**src/rtl/uwf_pkg.sv**
```systemverilog
// Package for the UART word-framing device: shared types and codes.
// No dependencies; used by the interfaces, the transmitter and the top level.
package uwf_pkg;

  typedef enum logic [1:0] {
    KIND_TICK   = 2'd0,
    KIND_WRITE  = 2'd1,
    KIND_READ   = 2'd2,
    KIND_SUPPLY = 2'd3
  } kind_e;

  typedef enum logic [1:0] {
    EV_NONE     = 2'd0,
    EV_CHAR     = 2'd1,
    EV_STR_END  = 2'd2,
    EV_INT_DONE = 2'd3
  } tx_event_e;

  localparam logic [1:0] ADDR_TX     = 2'd0;
  localparam logic [1:0] ADDR_RX     = 2'd1;
  localparam logic [1:0] ADDR_STATUS = 2'd2;

  localparam logic [1:0] CFG_WAIT_TICKS   = 2'd0;
  localparam logic [1:0] CFG_STRING_CODE  = 2'd1;
  localparam logic [1:0] CFG_INTEGER_CODE = 2'd2;

  localparam logic [7:0] WAIT_TICKS_RST   = 8'd0;
  localparam logic [7:0] STRING_CODE_RST  = 8'd0;
  localparam logic [7:0] INTEGER_CODE_RST = 8'd4;
  localparam logic [1:0] STATUS_RST       = 2'b11;

  typedef struct packed {
    logic [7:0] wait_ticks;
    logic [7:0] string_code;
    logic [7:0] integer_code;
  } cfg_t;

  typedef struct packed {
    logic        set_ready;
    tx_event_e   ev;
    logic [31:0] value;
    logic        error;
  } tx_res_t;

endpackage

```
**src/rtl/uwf_if.sv**
```systemverilog
// Valid/ready channel interfaces for the request and result transactions.
// Depends on uwf_pkg.
interface uwf_in_if;
  logic              valid;
  logic              ready;
  uwf_pkg::kind_e    kind;
  logic [1:0]        reg_addr;
  logic [7:0]        write_byte;
  logic [31:0]       supplied_word;

  modport source (output valid, kind, reg_addr, write_byte, supplied_word, input ready);
  modport sink   (input valid, kind, reg_addr, write_byte, supplied_word, output ready);
endinterface

interface uwf_out_if;
  logic                valid;
  logic                ready;
  logic [7:0]          read_byte;
  logic [1:0]          status_bits;
  uwf_pkg::tx_event_e  tx_event;
  logic [31:0]         tx_value;
  logic                type_error;
  logic                word_wanted;

  modport source (output valid, read_byte, status_bits, tx_event, tx_value, type_error,
                  word_wanted, input ready);
  modport sink   (input valid, read_byte, status_bits, tx_event, tx_value, type_error,
                  word_wanted, output ready);
endinterface

```
**src/rtl/uwf_tx.sv**
```systemverilog
// Transmitter: header decode, string/integer framing and completion delay.
// Depends on uwf_pkg. State advances only on a tick transaction.
module uwf_tx #(
  parameter int WORD_BYTES = 4
) (
  input  logic             clk_i,
  input  logic             rst_ni,
  input  logic             tick_i,
  input  logic             tx_ready_i,
  input  logic [7:0]       tx_data_i,
  input  uwf_pkg::cfg_t    cfg_i,
  output uwf_pkg::tx_res_t res_o
);

  localparam int BLW = ($clog2(WORD_BYTES + 1) > 3) ? $clog2(WORD_BYTES + 1) : 3;
  localparam logic [BLW-1:0] BL_FULL = BLW'(WORD_BYTES);

  logic           busy_q, busy_d;
  logic [7:0]     cd_q, cd_d;
  logic           hdr_q, hdr_d;
  logic           int_q, int_d;
  logic [BLW-1:0] bl_q, bl_d;
  logic [31:0]    asm_q, asm_d;

  always_comb begin
    logic done;
    busy_d = busy_q;
    cd_d   = cd_q;
    hdr_d  = hdr_q;
    int_d  = int_q;
    bl_d   = bl_q;
    asm_d  = asm_q;
    done   = 1'b0;
    res_o  = '{set_ready: 1'b0, ev: uwf_pkg::EV_NONE, value: 32'd0, error: 1'b0};

    if (busy_q) begin
      cd_d = (cd_q != 8'd0) ? cd_q - 8'd1 : 8'd0;
      done = (cd_d == 8'd0);
    end else if (!tx_ready_i) begin
      if (!hdr_q) begin
        if (tx_data_i == cfg_i.string_code) begin
          int_d = 1'b0;
          done  = (cfg_i.wait_ticks == 8'd0);
        end else if (tx_data_i == cfg_i.integer_code) begin
          int_d = 1'b1;
          bl_d  = BL_FULL;
          asm_d = 32'd0;
          done  = (cfg_i.wait_ticks == 8'd0);
        end else begin
          res_o.error     = 1'b1;
          res_o.set_ready = 1'b1;
        end
      end else begin
        asm_d = int_q ? {asm_q[23:0], tx_data_i} : {24'd0, tx_data_i};
        done  = (cfg_i.wait_ticks == 8'd0);
      end
      if (!res_o.error && cfg_i.wait_ticks != 8'd0) begin
        busy_d = 1'b1;
        cd_d   = cfg_i.wait_ticks;
      end
    end

    if (done) begin
      busy_d          = 1'b0;
      res_o.set_ready = 1'b1;
      if (!hdr_d) begin
        hdr_d = 1'b1;
      end else if (int_d) begin
        if (bl_d != '0) bl_d = bl_d - BLW'(1);
        if (bl_d == '0) begin
          res_o.ev    = uwf_pkg::EV_INT_DONE;
          res_o.value = asm_d;
          hdr_d       = 1'b0;
        end
      end else if (asm_d[7:0] == 8'd0) begin
        res_o.ev = uwf_pkg::EV_STR_END;
        hdr_d    = 1'b0;
      end else begin
        res_o.ev    = uwf_pkg::EV_CHAR;
        res_o.value = {24'd0, asm_d[7:0]};
      end
    end

    if (!tick_i) begin
      res_o = '{set_ready: 1'b0, ev: uwf_pkg::EV_NONE, value: 32'd0, error: 1'b0};
    end
  end

  always_ff @(posedge clk_i or negedge rst_ni) begin
    if (!rst_ni) begin
      busy_q <= 1'b0;
      cd_q   <= 8'd0;
      hdr_q  <= 1'b0;
      int_q  <= 1'b0;
      bl_q   <= '0;
      asm_q  <= 32'd0;
    end else if (tick_i) begin
      busy_q <= busy_d;
      cd_q   <= cd_d;
      hdr_q  <= hdr_d;
      int_q  <= int_d;
      bl_q   <= bl_d;
      asm_q  <= asm_d;
    end
  end

endmodule

```
**src/rtl/uart_word_framing_device_core.sv**
```systemverilog
// Top level of the UART word-framing device: register file, receiver, result register.
// Depends on uwf_pkg, uwf_if (uwf_in_if, uwf_out_if) and uwf_tx.
//
//  channel  dir  handshake      payload
//  in_i     in   valid/ready    kind, reg_addr, write_byte, supplied_word
//  out_o    out  valid/ready    read_byte, status_bits, tx_event, tx_value, type_error,
//                               word_wanted
//  cfg      in   cfg_we_i       cfg_idx_i, cfg_wdata_i
//
// One transaction per cycle while in_i.ready is high; each result appears in the
// cycle after its request. in_i.ready is high whenever the result register is empty
// or being drained, so the result register is the only stage between the two sides.
// Reset is asynchronous, active low; no clearing pass is needed.
module uart_word_framing_device_core #(
  parameter int WORD_BYTES = 4
) (
  input  logic        clk_i,
  input  logic        rst_ni,
  input  logic        cfg_we_i,
  input  logic [1:0]  cfg_idx_i,
  input  logic [7:0]  cfg_wdata_i,
  uwf_in_if.sink      in_i,
  uwf_out_if.source   out_o
);

  localparam int BLW = ($clog2(WORD_BYTES + 1) > 3) ? $clog2(WORD_BYTES + 1) : 3;
  localparam logic [BLW-1:0] BL_FULL = BLW'(WORD_BYTES);

  uwf_pkg::cfg_t    cfg_q;
  uwf_pkg::tx_res_t tx_res;

  logic [7:0]     tx_data_q, tx_data_d;
  logic [7:0]     rx_data_q, rx_data_d;
  logic [1:0]     status_q, status_d;
  logic           rx_busy_q, rx_busy_d;
  logic [7:0]     rx_cd_q, rx_cd_d;
  logic [BLW-1:0] rx_bl_q, rx_bl_d;
  logic [31:0]    rx_word_q, rx_word_d;
  logic           rx_hold_q, rx_hold_d;
  logic [7:0]     rx_pend_q, rx_pend_d;
  logic [7:0]     rbyte;

  logic           out_valid_q;
  logic [7:0]     o_rbyte_q;
  logic [1:0]     o_status_q;
  uwf_pkg::tx_event_e o_ev_q;
  logic [31:0]    o_value_q;
  logic           o_err_q;
  logic           o_want_q;

  logic accept, tick;

  assign in_i.ready = !out_valid_q || out_o.ready;
  assign accept     = in_i.valid && in_i.ready;
  assign tick       = accept && (in_i.kind == uwf_pkg::KIND_TICK);

  uwf_tx #(.WORD_BYTES(WORD_BYTES)) u_tx (
    .clk_i      (clk_i),
    .rst_ni     (rst_ni),
    .tick_i     (tick),
    .tx_ready_i (status_q[0]),
    .tx_data_i  (tx_data_q),
    .cfg_i      (cfg_q),
    .res_o      (tx_res)
  );

  always_comb begin
    logic           rx_done;
    logic [BLW-1:0] idx;
    tx_data_d = tx_data_q;
    rx_data_d = rx_data_q;
    status_d  = status_q;
    rx_busy_d = rx_busy_q;
    rx_cd_d   = rx_cd_q;
    rx_bl_d   = rx_bl_q;
    rx_word_d = rx_word_q;
    rx_hold_d = rx_hold_q;
    rx_pend_d = rx_pend_q;
    rbyte     = 8'd0;
    rx_done   = 1'b0;
    idx       = '0;

    unique case (in_i.kind)
      uwf_pkg::KIND_TICK: begin
        if (tx_res.set_ready) status_d[0] = 1'b1;
        if (rx_busy_q) begin
          rx_cd_d = (rx_cd_q != 8'd0) ? rx_cd_q - 8'd1 : 8'd0;
          rx_done = (rx_cd_d == 8'd0);
        end else if (!status_q[1] && rx_hold_q) begin
          rx_bl_d = (rx_bl_q == '0) ? BL_FULL : rx_bl_q;
          idx     = rx_bl_d - BLW'(1);
          rx_pend_d = (idx < BLW'(4)) ? rx_word_q[{idx[1:0], 3'b000} +: 8] : 8'd0;
          rx_bl_d = idx;
          if (idx == '0) rx_hold_d = 1'b0;
          if (cfg_q.wait_ticks == 8'd0) begin
            rx_done = 1'b1;
          end else begin
            rx_busy_d = 1'b1;
            rx_cd_d   = cfg_q.wait_ticks;
          end
        end
        if (rx_done) begin
          rx_busy_d   = 1'b0;
          rx_data_d   = rx_pend_d;
          status_d[1] = 1'b1;
        end
      end
      uwf_pkg::KIND_WRITE: begin
        unique case (in_i.reg_addr)
          uwf_pkg::ADDR_TX:     tx_data_d = in_i.write_byte;
          uwf_pkg::ADDR_RX:     rx_data_d = in_i.write_byte;
          uwf_pkg::ADDR_STATUS: status_d  = in_i.write_byte[1:0];
          default: ;
        endcase
      end
      uwf_pkg::KIND_READ: begin
        unique case (in_i.reg_addr)
          uwf_pkg::ADDR_TX:     rbyte = tx_data_q;
          uwf_pkg::ADDR_RX:     rbyte = rx_data_q;
          uwf_pkg::ADDR_STATUS: rbyte = {6'd0, status_q};
          default:              rbyte = 8'd0;
        endcase
      end
      uwf_pkg::KIND_SUPPLY: begin
        if (!rx_hold_q) begin
          rx_word_d = in_i.supplied_word;
          rx_hold_d = 1'b1;
        end
      end
      default: ;
    endcase
  end

  always_ff @(posedge clk_i or negedge rst_ni) begin
    if (!rst_ni) begin
      cfg_q <= '{wait_ticks:   uwf_pkg::WAIT_TICKS_RST,
                 string_code:  uwf_pkg::STRING_CODE_RST,
                 integer_code: uwf_pkg::INTEGER_CODE_RST};
    end else if (cfg_we_i) begin
      unique case (cfg_idx_i)
        uwf_pkg::CFG_WAIT_TICKS:   cfg_q.wait_ticks   <= cfg_wdata_i;
        uwf_pkg::CFG_STRING_CODE:  cfg_q.string_code  <= cfg_wdata_i;
        uwf_pkg::CFG_INTEGER_CODE: cfg_q.integer_code <= cfg_wdata_i;
        default: ;
      endcase
    end
  end

  always_ff @(posedge clk_i or negedge rst_ni) begin
    if (!rst_ni) begin
      tx_data_q <= 8'd0;
      rx_data_q <= 8'd0;
      status_q  <= uwf_pkg::STATUS_RST;
      rx_busy_q <= 1'b0;
      rx_cd_q   <= 8'd0;
      rx_bl_q   <= '0;
      rx_word_q <= 32'd0;
      rx_hold_q <= 1'b0;
      rx_pend_q <= 8'd0;
    end else if (accept) begin
      tx_data_q <= tx_data_d;
      rx_data_q <= rx_data_d;
      status_q  <= status_d;
      rx_busy_q <= rx_busy_d;
      rx_cd_q   <= rx_cd_d;
      rx_bl_q   <= rx_bl_d;
      rx_word_q <= rx_word_d;
      rx_hold_q <= rx_hold_d;
      rx_pend_q <= rx_pend_d;
    end
  end

  always_ff @(posedge clk_i or negedge rst_ni) begin
    if (!rst_ni) begin
      out_valid_q <= 1'b0;
    end else if (accept) begin
      out_valid_q <= 1'b1;
    end else if (out_o.ready) begin
      out_valid_q <= 1'b0;
    end
  end

  always_ff @(posedge clk_i) begin
    if (accept) begin
      o_rbyte_q  <= rbyte;
      o_status_q <= status_d;
      o_ev_q     <= tx_res.ev;
      o_value_q  <= tx_res.value;
      o_err_q    <= tx_res.error;
      o_want_q   <= !rx_hold_d && !rx_busy_d && !status_d[1];
    end
  end

  assign out_o.valid       = out_valid_q;
  assign out_o.read_byte   = o_rbyte_q;
  assign out_o.status_bits = o_status_q;
  assign out_o.tx_event    = o_ev_q;
  assign out_o.tx_value    = o_value_q;
  assign out_o.type_error  = o_err_q;
  assign out_o.word_wanted = o_want_q;

endmodule

```
**src/flat_wrapper.sv**
```systemverilog
// flat-port wrapper written by rule: the top's interface ports become plain ports
module uart_word_framing_device_core_flat 
#(
  parameter int WORD_BYTES = 4
)
  (clk_i, rst_ni, cfg_we_i, cfg_idx_i, cfg_wdata_i, in_i_valid, in_i_kind, in_i_reg_addr, in_i_write_byte, in_i_supplied_word, in_i_ready, out_o_valid, out_o_read_byte, out_o_status_bits, out_o_tx_event, out_o_tx_value, out_o_type_error, out_o_word_wanted, out_o_ready);
  uwf_in_if in_i_i ();
  uwf_out_if out_o_i ();
  input  logic clk_i;
  input  logic rst_ni;
  input  logic cfg_we_i;
  input  logic [1:0] cfg_idx_i;
  input  logic [7:0] cfg_wdata_i;
  input wire logic [$bits(in_i_i.valid)-1:0] in_i_valid;
  input wire logic [$bits(in_i_i.kind)-1:0] in_i_kind;
  input wire logic [$bits(in_i_i.reg_addr)-1:0] in_i_reg_addr;
  input wire logic [$bits(in_i_i.write_byte)-1:0] in_i_write_byte;
  input wire logic [$bits(in_i_i.supplied_word)-1:0] in_i_supplied_word;
  output wire logic [$bits(in_i_i.ready)-1:0] in_i_ready;
  output wire logic [$bits(out_o_i.valid)-1:0] out_o_valid;
  output wire logic [$bits(out_o_i.read_byte)-1:0] out_o_read_byte;
  output wire logic [$bits(out_o_i.status_bits)-1:0] out_o_status_bits;
  output wire logic [$bits(out_o_i.tx_event)-1:0] out_o_tx_event;
  output wire logic [$bits(out_o_i.tx_value)-1:0] out_o_tx_value;
  output wire logic [$bits(out_o_i.type_error)-1:0] out_o_type_error;
  output wire logic [$bits(out_o_i.word_wanted)-1:0] out_o_word_wanted;
  input wire logic [$bits(out_o_i.ready)-1:0] out_o_ready;
  assign in_i_i.valid = in_i_valid;
  assign in_i_i.kind = in_i_kind;
  assign in_i_i.reg_addr = in_i_reg_addr;
  assign in_i_i.write_byte = in_i_write_byte;
  assign in_i_i.supplied_word = in_i_supplied_word;
  assign in_i_ready = in_i_i.ready;
  assign out_o_valid = out_o_i.valid;
  assign out_o_read_byte = out_o_i.read_byte;
  assign out_o_status_bits = out_o_i.status_bits;
  assign out_o_tx_event = out_o_i.tx_event;
  assign out_o_tx_value = out_o_i.tx_value;
  assign out_o_type_error = out_o_i.type_error;
  assign out_o_word_wanted = out_o_i.word_wanted;
  assign out_o_i.ready = out_o_ready;
  uart_word_framing_device_core #(.WORD_BYTES(WORD_BYTES)) u_core (.clk_i(clk_i), .rst_ni(rst_ni), .cfg_we_i(cfg_we_i), .cfg_idx_i(cfg_idx_i), .cfg_wdata_i(cfg_wdata_i), .in_i(in_i_i), .out_o(out_o_i));
endmodule
```
**config.mk**
```make
export PLATFORM = sky130hd
export DESIGN_NAME = uart_word_framing_device_core_flat
export DESIGN_NICKNAME = d
export VERILOG_FILES = /design/src/rtl/uwf_pkg.sv /design/src/rtl/uwf_if.sv /design/src/rtl/uwf_tx.sv /design/src/rtl/uart_word_framing_device_core.sv /design/src/flat_wrapper.sv
export SDC_FILE = /design/constraint.sdc
export NUM_CORES = 1
export LEC_CHECK = 0
export ABC_AREA = 1
export BUFFER_PORTS_ARGS = -buffer_cell sky130_fd_sc_hd__clkbuf_2
export CORE_MARGIN = 2
export CORE_UTILIZATION = 53
export DETAILED_ROUTE_END_ITERATION = 10
export GPL_TIMING_DRIVEN = 0
export PLACE_DENSITY = 0.73
export SETUP_SLACK_MARGIN = 0.5
export SKIP_CTS_REPAIR_TIMING = 1
export SYNTH_ARGS = -nofsm -noshare
export SYNTH_HDL_FRONTEND = slang
export SYNTH_HIERARCHICAL = 1
export SYNTH_SLANG_ARGS = --single-unit
```
**constraint.sdc**
```tcl
create_clock -name clk_i -period 3.6 [get_ports clk_i]
set_clock_uncertainty 0.1 [all_clocks]
set_input_delay 0.36 -clock clk_i [delete_from_list [all_inputs] [get_ports clk_i]]
set_output_delay 0.36 -clock clk_i [all_outputs]
set_load 0.005 [all_outputs]
```
# After elaboration in Yosys (flattened, before gate mapping)
# Index checks and enable logic that the tools add are counted.
# totals
wordCells,178
out_inout_bits,48
reg_bits,188
input_bits,59
# classes
n_addsub,4
n_mux,87
bitwise_logic,3
shift,1
n_reduce_logical,44
eq_ne,13
order_cmp,1
# ops
cell,n
2-to-1 mux 32 bit,6
2-to-1 mux 8 bit,14
2-to-1 mux 34 bit,3
2-to-1 mux 1 bit,43
2-to-1 mux 3 bit,13
2-to-1 mux 36 bit,1
2-to-1 mux 35 bit,1
logical NOT 8 bit,4
indexed part select 32 x 6 -> 8 bit,1
case mux 8 bit (3 select lines),1
nonzero test 8 bit,3
== test 8 bit,2
case mux 8 bit (2 select lines),1
subtractor 8 x 1 -> 8 bit (second input constant),2
AND reduction 3 bit,4
AND reduction 4 bit,3
AND reduction 2 bit,5
logical NOT 3 bit,3
== test 2 bit (second input constant),4
nonzero test 2 bit,4
== test 2 x 1 -> 1 bit (second input constant),3
logical AND 1 bit,6
logical NOT 1 bit,6
logical NOT 2 bit,3
11 further kinds,17

# Depth between registers and ports, before layout
# Gate-level depths: netlist (run 1).
# logic_depth
ltp_word,21
depth_mapped,18
ltp_nobuf,17

# Modules after synthesis
# The synthesis (run 1) kept the hierarchy.
# modules_own_cells
module,cells_per_inst,area_each_um2,instances
uart_word_framing_device_core,559,6089.6,1
uwf_tx,492,3276.9,1

# Worst setup path before layout (run 1)
# No wires, ideal clock.
# synth_timing
path_type,input to register
startpoint,input port out_o_ready
endpoint,register u_core.rx_word_q[10]
arrival_time_ns,2.756
slack_ns,0.619
stages,7
required_time_ns,3.375
setup_time_ns,0.125
path_cell_list,inv_1 nand2_1 nand2_1 clkinv_1 nand3_1 buf_4 mux2_2
# synth_between
elab_chain_len,3
# synth_rtl
item,line,source
from (decl),flat_wrapper.sv:27,input wire logic [$bits(out_o_i.ready)-1:0] out_o_ready;
logical OR 1 bit,uart_word_framing_device_core.sv:53,assign in_i.ready = !out_valid_q || out_o.ready;
net in_i_ready,flat_wrapper.sv:19,output wire logic [$bits(in_i_i.ready)-1:0] in_i_ready;
logical AND 1 bit,uart_word_framing_device_core.sv:54,assign accept = in_i.valid && in_i.ready;
net u_core.accept,uart_word_framing_device_core.sv:51,"logic accept, tick;"
AND reduction 3 bit (no line),--,
to (signal assigned),uart_word_framing_device_core.sv:167,rx_word_q <= rx_word_d;
to (decl),uart_word_framing_device_core.sv:38,"logic [31:0] rx_word_q, rx_word_d;"
# The timed path passes the listed nets, and every way through them passes these cells.
# A chain may end at the register's enable or synchronous reset.

# Final worst setup path (run 1)
# layout_timing
startpoint,register u_core.tx_data_q[3]
endpoint,register u_core.o_value_q[13] (netlist: u_core/out_o.tx_value[13]) (data pin)
# layout_between
elab_chain_len,14
word_cells_on_any_way,32
classes_between,add/sub: 1; eq/ne: 2; mux: 26; reduce/logical: 3
# layout_rtl
item,line,source
from (decl),uart_word_framing_device_core.sv:32,"logic [7:0] tx_data_q, tx_data_d;"
from (signal assigned),uart_word_framing_device_core.sv:161,tx_data_q <= tx_data_d;
== test 8 bit,uwf_tx.sv:44,end else if (tx_data_i == cfg_i.integer_code) begin
2-to-1 mux 3 bit,uwf_tx.sv:44,
2-to-1 mux 3 bit,uwf_tx.sv:41,if (tx_data_i == cfg_i.string_code) begin
2-to-1 mux 3 bit,uwf_tx.sv:40,if (!hdr_q) begin
2-to-1 mux 3 bit,uwf_tx.sv:39,end else if (!tx_ready_i) begin
2-to-1 mux 3 bit,uwf_tx.sv:36,if (busy_q) begin
subtractor 3 x 1 -> 3 bit or nonzero test 3 bit (tied branches),uwf_tx.sv:69,if (bl_d != '0) bl_d = bl_d - BLW'(1);
2-to-1 mux 3 bit,uwf_tx.sv:69,
2-to-1 mux 3 bit,uwf_tx.sv:68,end else if (int_d) begin
2-to-1 mux 3 bit,uwf_tx.sv:66,if (!hdr_d) begin
2-to-1 mux 3 bit,uwf_tx.sv:63,if (done) begin
logical NOT 3 bit,uwf_tx.sv:70,if (bl_d == '0) begin
2-to-1 mux 34 bit,uwf_tx.sv:70,
2-to-1 mux 34 bit,uwf_tx.sv:68,
to (signal assigned),uart_word_framing_device_core.sv:188,o_value_q <= tx_res.value;
to (decl),uart_word_framing_device_core.sv:47,logic [31:0] o_value_q;
# Several ways; a longest one is shown, not always the timed one. The select of a mux whose other input is x is not followed.

==> results of run 1 <==
-- synthesized netlist by cell type, types with 4 or more instances --
cell	n
o211ai_1	16
nor2_2	26
buf_6	4
o21ai_1	5
o22ai_1	30
dfrtp_1	139
a21oi_1	28
nand3_1	31
nor2_4	5
a22oi_1	4
ha_1	12
inv_1	142
inv_2	6
nand2_2	10
xnor2_1	4
o21ai_0	126
edfxtp_1	46
nand2_1	238
nor2_1	65
clkbuf_1	16
mux2_2	38
o21ai_2	8
nor4_1	4
buf_2	8
a31oi_1	5
-- state kept, by name (all words and copies together) (netlist names), 3 cells and up --
name	cells
u_core/u_tx/bl_q	3
u_core/cfg_q	24
u_core/rx_word_q	32
u_core/u_tx/asm_q	32
u_core/out_o.tx_value	32
u_core/rx_bl_q	3
u_core/u_tx/cd_q	8
u_core/out_o.read_byte	8
u_core/rx_cd_q	8
u_core/rx_data_q	8
u_core/tx_data_q	8
u_core/rx_pend_q	8
-- critical path, delay by kind of cell (launching register included) --
family	cells	cell delay, ps
flip-flops	1	520
adder cells (fa/ha/maj)	2	420
XOR/XNOR	1	160
AND/OR/NAND/NOR	11	1190
buffers and inverters	2	310
-- layer usage --
| metal | global-route usage (%) | vias up | part of all wire [%] |
|---|---|---|---|
| met2 | 39.6 | 257 | 49 |
| met1 | 30.1 | 3510 | 43 |
| met5 | 0 | - | 0 |
| met3 | 5.81 | 23 | 6.3 |
| met4 | 6.93 | 0 | 1.6 |
| li1 | - | 3710 | - |
-- power groups by stage --
stage          clock [uW]  sequential (uW)  combinational [uW]
3_3_place_gp            0             3080                1990
4_1_cts              1900             3060                2060
6_report             1860             3070                2060
3_5_place_dp            0             3090                2040
2_1_floorplan           0             2990                1590
5_1_grt              2000             3120                2360
-- cell type report --
class	instances	area, sq um
Buffer	34	181
Clock buffer	22	497
Clock inverter	10	88.8
Fill cell	1474	6480
Inverter	150	567
Multi-Input combinational cell	679	3690
Sequential cell	188	4940
Tap cell	225	282
Timing Repair Buffer	108	577
-- placed cells by master (no fill, tap or decap), types with 10 or more instances in the layout --
master / netlist / final
clkbuf_2: 0 / 107
edfxtp_1: 46 / 46
o211ai_1: 16 / 16
nand2_2: 10 / 10
nand3_1: 31 / 31
ha_1: 12 / 12
inv_1: 142 / 142
nor2_1: 65 / 64
dfrtp_1: 139 / 139
a21oi_1: 28 / 28
clkbuf_16: 0 / 19
nand2_1: 238 / 238
mux2_2: 38 / 38
o22ai_1: 30 / 30
o21ai_0: 126 / 126
clkbuf_1: 16 / 16
nor2_2: 26 / 27
-- how the worst min path moves through the flow --
stage,start,end,cells past startpoint
after global placement,u_core/rx_data_q[0],u_core/rx_data_q[0],2
after global routing,in_i_supplied_word[8],u_core/rx_word_q[8],2
after CTS,rst_ni,u_core/rx_cd_q[0],1
after floorplan,rst_ni,u_core/cfg_q[0],0
final,in_i_supplied_word[8],u_core/rx_word_q[8],2
after detailed placement,rst_ni,u_core/rx_cd_q[4],1
-- kinds of logic after synthesis --
logic type | after synthesis
xor+xnor | 7
compound gates | 225
flops | 188
buf+inv | 184
fa+ha+maj | 12
mux | 39
simple gates | 396
-- stage by stage --
step / instance area (sq um) / setup slack [ps] / util, % / power, uW
floorplan: 9370 / 619 / - / 4580
global placement: 10200 / -388 / 58.8 / 5060
CTS: 10800 / 465 / 62.4 / 7010
global route: 10800 / 491 / 62.5 / 7490
detailed placement: 10200 / 260 / 59.1 / 5140
finish: 10800 / 751 / 62.5 / 6990
==> reports/qor.csv, run 1 <==
metric;value;unit
status;complete, no violations;
drive_gt1_share;22.2;%
leakagePower;0.00512;uW
reg2reg_setup_slack;750;ps
clockBufferDepth;2;
drt-total-wl;20700;um
peakVddDrop;0.000390;V
swShare;35.6;%
clk_pin_slew;70;ps
report.final.slew_viol_count;0;
cp_max_fo;10;
vias;7500;
synth_enable_flop_cells;46;
avgRoutedWirePerCell;14.6;um
ff2ff_path_depth;16;
synthTopCellsByArea;dfrtp_1 (37%), edfxtp_1 (15%), nand2_1 (9.5%);
fin_crit;2850;ps
reg2reg_to;u_core/out_o.tx_value[13];
synth_top_family_by_area;simple AND/OR/NAND/NOR gates;
area_growth;15.5;%
critPathMostFrequentCell;nand2_2;
ys_seq_elements;188;
h-tree-depth;4;
rsz0062_at_grt;true;
p_per_area;646;mW/mm^2
grt_overflow;0;
crit_arrival;3040;ps
avgSynthCellArea;8.91;sq um
antenna_found_initial;0;
pin_count;107;
core;0.0173;sq mm
port_buffers;106;
setup-violations-final;0;
cts_buffers;17;
yosysSeqAreaShare;52.7;%
timing.final.crit_share;79.1;%
path_cells;xnor2_1, nand2_1, nor2_1, nand2_2, nand3_4, nand2_2, ha_1, ha_1, inv_1, nand3_1, nand2_2, nand3_2, nor2_2, nand4_4, buf_6, nor2_2;
max_slew_margin;41.6;%
cpPeakStageDelay;520;ps
cp-end-kind;register;
die_h;137;um
synth_compound_area_share;13.4;%
dieWidth;137;um
synth_mux_area_share;4.68;%
syn-num-nets;1122;
grt_max_degree;92;
syn_area;0.00937;sq mm
synthFlopType;dfrtp_1;
ys_types;47;
cp-start-kind;register;
max_freq;351;MHz
synthArstFlopShare;75.5;%
initial_core_util;54.2;%
hold_viol;0;
yosys_warnings;6;
dpl.hpwl;15000;um
dp_cells;1383;
synth_top_area_share;37.1;%
antennaDiodeCount;0;
cts_tree;done;
p_clk_share;26.6;%
p_sw;2490;uW
holdWs;50.3;ps
synth_top_area_cell;dfrtp_1;
cts_root_buf;clkbuf_16;
r2r-start;u_core/tx_data_q[3];
cp-startpoint;u_core/tx_data_q[3];
setup_tns;0;ps
worstPathRequired;3790;ps
cap_viol_max_count;0;
grt_use_total;23.5;%
layout.nets;1249;
intPower;4500;uW
dr.pass1.iters;5;
final_cell_count_no_fill;1416;
hp-class;in -> reg;
place.gp.congestion;0.863;
grt_pass1_vias;7127;
crit_path_end;u_core/out_o.tx_value[13];
tightest_slew;876;ps
synth-simple-area-share;19.0;%
ant_nets;0;
crit_path_top_delay_cell;dfrtp_1;
clkLatencyLatePin;430;ps
grt_pass1_wl;34400;um
comb_power_share;29.6;%
path_class;reg -> reg;
rows;48;
yosys.area_share.adder;1.60;%
clkSinkCount;188;
via_per_inst;5.30;
synthXorXnorAreaFrac;0.655;%
syn-instance-count;1051;
drc;0;
first_iter_violations;642;
seqPwrFrac;43.9;%
fp.dieArea;0.0188;sq mm
(Power assumes the default switching activity.)
==> run 2, diff against run 1 <==
- clock period: 3.6 -> 2.7 ns (I/O delays scaled with it)
==> reports/qor.csv, run 2 (same netlist as run 1, synthesis figures left out) <==
metric;value;unit;change
cp-end-kind;register;;
failed_checks;hold timing, setup timing;;
busiest_layer;met2;;
clk_pin_slew;70;ps;about the same
dp_cells;1383;;unchanged
layout_commonest_cell;nand2_1;;
avgRoutedWirePerCell;15.3;um;+4.3%
initial_core_util;54.2;%;unchanged
grtUsageMet2;38.3;%;-1.2 points
dpl.hpwl;15300;um;+1.6%
tightest_slew;697;ps;-179 ps
crit_arrival;2910;ps;-130 ps
grt_overflow;0;;unchanged
dieWidth;137;um;unchanged
rsz0062_at_grt;true;;
place.gp.congestion;0.870;;+0.87%
hp-class;in -> reg;;
setup-violations-final;10;;+10
drc;0;;unchanged
h-tree-depth;4;;unchanged
layout_common_cells;nand2_1 (228), inv_1 (131), dfrtp_1 (131);;
drive_gt1_share;29.9;%;+7.7 points
final_util;69.3;%;+6.8 points
grt_use_total;23.3;%;-0.15 points
pin_count;107;;unchanged
layout.nets;1320;;+5.7%
area_growth;28.0;%;
via_per_inst;5.30;;about the same
peakVddDrop;0.000530;V;+36%
vias;7874;;+5.0%
cp_max_fo;8;;-2
path_class;reg -> reg;;
max_slew_margin;53.5;%;+12 points
antennaDiodeCount;0;;unchanged
grtUsageMet1;30.6;%;+0.50 points
cts_tree;done;;
grt_pass1_wl;34300;um;-0.26%
clkSinkCount;188;;unchanged
max_freq;367;MHz;+4.7%
status;complete, but fails checks;;
first_iter_violations;662;;+3.1%
hold_viol;1;;+1
ant_nets;0;;unchanged
cap_viol_max_count;0;;unchanged
fin_crit;2720;ps;-127 ps
port_buffers;106;;unchanged
die_h;137;um;unchanged
setup_ws;-21.7;ps;-773 ps
leakagePower;0.00553;uW;+8.1%
gr-usage-met3;5.00;%;-0.81 points
p_per_area;820;mW/mm^2;+27%
dr.pass1.iters;5;;unchanged
final_cell_count_no_fill;1487;;+5.0%
grt_max_degree;80;;-13%
cts_buffers;17;;unchanged
report.final.slew_viol_count;0;;unchanged
holdWs;-0.285;ps;-50.6 ps
clkLatencyLatePin;440;ps;about the same
timing.final.crit_share;101;%;+22 points
rows;48;;unchanged
cts_root_buf;clkbuf_16;;
grt_pass1_vias;7138;;+0.15%
antenna_found_initial;0;;unchanged
drt-total-wl;22700;um;+9.5%
cp-start-kind;register;;
core;0.0173;sq mm;unchanged
clockBufferDepth;2;;unchanged
worstPathRequired;2890;ps;-900 ps
fp.dieArea;0.0188;sq mm;unchanged
[run 2: cell count changes in the layout (fill, tap and decap cells not counted), moves of 14 or more]
cell	before	now
dlygate4sd3_1	1	34
nor2_4	5	29
o22ai_1	30	16
o22ai_2	0	14
buf_4	3	32
nor2_2	27	11
[run 2: power by group]
part | internal [uW] | switching [uW] | total (uW)
combinational | 1330 | 1970 | 3300
sequential | 3600 | 501 | 4110
clock | 1250 | 1170 | 2420
[run 2: area by class of cell]
cell class	count	area (sq um)
timing repair inverter	1	6.26
tap	225	282
inverter	150	581
sequential	188	4950
multi-input combinational	679	4130
clock buffer	18	439
fill	1335	5310
clock inverter	14	130
buffer	34	231
timing repair buffer	178	1240
[run 2: metrics by stage]
stage          power, uW  hold WS [ps]  setup TNS (ps)  setup WS (ps)  cell area, sq um
2_1_floorplan       6120          -126               0            334              9420
3_3_place_gp        6770           366         -170880          -1210             10200
3_5_place_dp        6880           205           -3280           -484             10300
4_1_cts             9300          -260           -2220           -415             10800
5_1_grt            10400          4.98           -3890           -160             12000
6_report            9830        -0.285           -85.8          -21.7             12000
[run 2: per-layer routing]
layer,up-vias,share of wire (%)
met4,0,2.4
met2,277,50
met1,3700,42
met5,-,0
met3,40,5.7
li1,3857,-
[run 2: final timing paths]
kind                       cells past startpoint                  endpoint                 from  slack, ps
min in group asynchronous                      2         u_core/rx_cd_q[4]               rst_ni        290
min                                            2       u_core/tx_data_q[2]   in_i_write_byte[2]       -0.3
max                                           17  u_core/out_o.tx_value[9]      u_core/cfg_q[2]        -20
min reg2reg                                    2       u_core/rx_data_q[0]  u_core/rx_data_q[0]        380
max reg2reg                                   17  u_core/out_o.tx_value[9]      u_core/cfg_q[2]        -20
max in group asynchronous                      3       u_core/tx_data_q[6]               rst_ni       1430
[run 2: worst max-delay path, stage by stage (launching register included)]
cell	delay [ps]
dfstp_2	560
inv_2	30
nand2_1	50
nand2_1	50
nor2_1	90
nand2_1	100
nor2_4	160
nand3_4	130
nand2_4	110
ha_4	140
ha_4	150
nand2_1	70
nand2_2	90
nand3_4	90
nor2_4	100
nand4_4	210
buf_4	230
nor2_1	100
